[config.mk]
export PLATFORM = sky130hd
export DESIGN_NAME = cau_div_step
export DESIGN_NICKNAME = d
export VERILOG_FILES = /design/src/sv/cau_pkg.sv /design/src/sv/cau_div_step.sv
export SDC_FILE = /design/constraint.sdc
export NUM_CORES = 1
export LEC_CHECK = 0
export ABC_AREA = 1
export BUFFER_PORTS_ARGS = -buffer_cell sky130_fd_sc_hd__buf_2
export CAP_MARGIN = 25
export CORE_MARGIN = 2
export CORE_UTILIZATION = 40
export DETAILED_ROUTE_END_ITERATION = 8
export GPL_ROUTABILITY_DRIVEN = 0
export PLACE_DENSITY = 0.69
export SKIP_LAST_GASP = 1
export SYNTH_ARGS = -nofsm -noshare
export SYNTH_HDL_FRONTEND = slang
export SYNTH_SLANG_ARGS = --single-unit
[constraint.sdc]
create_clock -name vclk -period 4.2
set_input_delay 0.63 -clock vclk [all_inputs]
set_output_delay 0.63 -clock vclk [all_outputs]
set_load 0.01 [all_outputs]
[src/sv/cau_pkg.sv]
package cau_pkg;

  // Fraction bits of the fixed-point format.
  localparam int FRAC_BITS = 16;

  // Quotient bits kept by the divider: 32 bits plus one to see overflow.
  localparam int QBITS = 33;
  localparam int NSTEP = QBITS;

  // Width of the operands and of the remainder inside the divider.
  localparam int DW = 32;
  localparam int RW = 64;

  localparam logic [2:0] KIND_ADD = 3'd0;
  localparam logic [2:0] KIND_SUB = 3'd1;
  localparam logic [2:0] KIND_MUL = 3'd2;
  localparam logic [2:0] KIND_DIV = 3'd3;
  localparam logic [2:0] KIND_CMP = 3'd4;

  // One divider lane in flight.
  typedef struct packed {
    logic [RW-1:0]    rem;
    logic [QBITS-1:0] nlow;
    logic [QBITS-1:0] quo;
    logic             neg;
    logic             ovf;
  } lane_t;

  // Everything else that rides along with a word through the divider.
  typedef struct packed {
    logic          is_div;
    logic [DW-1:0] re;
    logic [DW-1:0] im;
    logic          eq;
    logic          dz;
    logic          sat;
    logic [RW-1:0] den;
  } side_t;

endpackage

[src/sv/cau_div_step.sv]
module cau_div_step (
  input  cau_pkg::lane_t              lane_i,
  input  logic [cau_pkg::RW-1:0]      den,
  output cau_pkg::lane_t              lane_o
);

  logic [cau_pkg::RW:0] trial;
  logic [cau_pkg::RW:0] diff;
  logic                 ge;

  // One restoring step: bring down the next dividend bit and try the subtract.
  assign trial = {lane_i.rem, lane_i.nlow[cau_pkg::QBITS-1]};
  assign diff  = trial - {1'b0, den};
  assign ge    = trial >= {1'b0, den};

  always_comb begin
    lane_o      = lane_i;
    lane_o.rem  = ge ? diff[cau_pkg::RW-1:0] : trial[cau_pkg::RW-1:0];
    lane_o.nlow = {lane_i.nlow[cau_pkg::QBITS-2:0], 1'b0};
    lane_o.quo  = {lane_i.quo[cau_pkg::QBITS-2:0], ge};
  end

endmodule

==> impl_metrics.env <==
export IMPL_synthCells=1645
export IMPL_yosysWarnings=0
export IMPL_maxSlewViolCount=0
export IMPL_p_int_uw=460
export IMPL_die_w_um=144
export IMPL_core_area_mm2=0.0194
export IMPL_cp_data_required_time_ps=3570
export IMPL_stdcell_count=2020
export IMPL_cts_resized=0
export IMPL_drc_errors=0
export IMPL_powerDensity_mw_per_mm2=152
export IMPL_synth_seq_area_share=0
export IMPL_final_antenna_net_count=0
export IMPL_clkbuf_count=0
export IMPL_grt_pass1_vias=8435
export IMPL_dr_total_vias=9556
export IMPL_drt_iter0_markers=805
export IMPL_grt_setup_unrepaired="false"
export IMPL_ctsHoldBuffers=0
export IMPL_dieArea_mm2=0.0209
export IMPL_period_needed_ps=3770
export IMPL_p_leak_uw=0.00586
export IMPL_drive_gt1_frac=0.167
export IMPL_rows=51
export IMPL_first_pass_iters=5
export IMPL_p_sw_uw=837
export IMPL_p_seq_frac=0
export IMPL_hold_viol=0
export IMPL_max_cap_viol_count=0
export IMPL_layout_commonest_cell="nand2_1"
export IMPL_syn_cell_area_mm2=0.00789
export IMPL_ir_drop_mv=0.0666
export IMPL_crit_type="input pin to output port"
export IMPL_path_cells="buf_2 -> ha_1 -> nand2_1 -> nand2_1 -> nand2_1 -> nand2_1 -> inv_2 -> nand3_2 -> nand2_1 -> nand2_2 -> nand2_2 -> nand2_2 -> nand2_4 -> buf_4 -> nand3_1 -> nand2_1 -> buf_2"
export IMPL_wire_per_inst_um=13.0
export IMPL_yosys_cell_types_count=38
export IMPL_routed_wirelength_um=26300
export IMPL_grt_pass1_wl_um=40200
export IMPL_antenna_found_initial=0
export IMPL_hold_path_class="input pin to output port"
export IMPL_dp_cells=2020
export IMPL_grt_max_degree=63
export IMPL_start_util=0.407
export IMPL_p_comb_frac=1.000
export IMPL_path_common_cell="nand2_1"
export IMPL_critPathArrivalTime_ps=3140
export IMPL_critPathMaxFanout=62
export IMPL_fin_setup_tns_ps=0
export IMPL_hold_depth=0
export IMPL_nNetsFinal=2018
export IMPL_viasPerCell=4.73
export IMPL_min_from="lane_i[14]"
export IMPL_portBuffers=194
export IMPL_hpwl_um=22800
export IMPL_io_pins=328
export IMPL_p_clk_frac=0
export IMPL_min_to="lane_o[15]"
export IMPL_status="finished, final reports clean"
export IMPL_mostFrequentLayoutCells="nand2_1 (660), inv_1 (370), buf_2 (194)"
export IMPL_switching_share=0.645
export IMPL_syn_to_final_growth_pct=8.32
export IMPL_track_usage=0.242
export IMPL_final_area_mm2=0.00855
export IMPL_finalSetupViolCount=0
export IMPL_period_share=0.898
export IMPL_seq_cell_count=0
export IMPL_die_h_um=144
export IMPL_regArea_um2=0
export IMPL_start_kind="input pin"
export IMPL_fmax_ghz=0.265
export IMPL_grt_overflow=0
export IMPL_relSlewSlack=0.501
export IMPL_synth_nets=1906
export IMPL_post_cts_setup_buffer_count=0
export IMPL_worstMarginPinSlew_ps=749
export IMPL_cp_slowest_cell="buf_4"
export IMPL_diodes=0
export IMPL_end_kind="output port"
export IMPL_slowest_delay_ps=570
export IMPL_avgSynthCellArea_um2=4.80
export IMPL_dpl_instance_area_mm2=0.00855
[cells by family after synthesis]
family,share of synthesized area
other,0.000475
adders and majority gates,0.104
AOI/OAI and AO/OA,0.0376
xor gates and xnor gates,0.0344
and+or+nand+nor,0.549
buffers and inverters,0.275
[critical path, delay by kind of cell]
kind / cells / cell delay, ps
buffers and inverters: 4 / 890
AND/OR/NAND/NOR: 12 / 1230
adder cells (fa/ha/maj): 1 / 340
[how the worst max path moves through the flow]
stage | start | cells after the start | slack, ps | endpoint
6_report | lane_i[73] | 17 | 430 | lane_o[102]
5_1_grt | lane_i[75] | 17 | 240 | lane_o[92]
4_1_cts | lane_i[73] | 17 | 440 | lane_o[124]
3_5_place_dp | lane_i[73] | 17 | 450 | lane_o[124]
3_3_place_gp | lane_i[73] | 17 | 500 | lane_o[124]
2_1_floorplan | den[58] | 12 | 1300 | lane_o[71]
[power groups by stage]
stage	Combinational, uW	Sequential, uW	Clock, uW
floorplan	949	0	0
global placement	1270	0	0
detailed placement	1290	0	0
CTS	1290	0	0
global route	1460	0	0
finish	1300	0	0
[cell type report]
cell class	count	area (um^2)
inverters	400	1500
well taps	265	332
repair buffers	197	993
multi-input cells	1158	5720
fillers	2310	10800
[through the flow]
stage | setup WS, ps | utilization | total power (uW) | hold WS (ps)
after floorplan | 1300 | - | 949 | 1350
after CTS | 443 | 0.441 | 1290 | 1260
after global routing | 244 | 0.441 | 1460 | 1260
after global placement | 499 | 0.441 | 1270 | 1260
final | 430 | 0.441 | 1300 | 1260
after detailed placement | 446 | 0.441 | 1290 | 1260
[Yosys cell counts (3+ instances only)]
cell type / number / area (um^2)
nor4_1: 5 / 31.3
and3_1: 3 / 18.8
nor2_1: 98 / 368
a21oi_1: 43 / 215
ha_1: 64 / 801
buf_4: 71 / 533
inv_2: 28 / 105
nor3_1: 8 / 40.0
o21ai_0: 6 / 30.0
nand3_1: 142 / 711
nand2_2: 39 / 244
inv_1: 370 / 1390
nand2_1: 660 / 2480
xor2_1: 30 / 263
nand3b_1: 15 / 113
nor2_4: 9 / 101
buf_2: 8 / 40.0
nor2_2: 12 / 75.1
buf_12: 4 / 80.1
nand4_1: 8 / 50.1
[layer usage]
layer / vias up / global-route usage / share of wire
met3: 69 / 0.0195 / 0.069
met1: 4070 / 0.301 / 0.43
li1: 5022 / - / -
met5: - / 0 / 0
met4: 0 / 0.110 / 0.051
met2: 395 / 0.424 / 0.45
(Power assumes the default switching activity.)
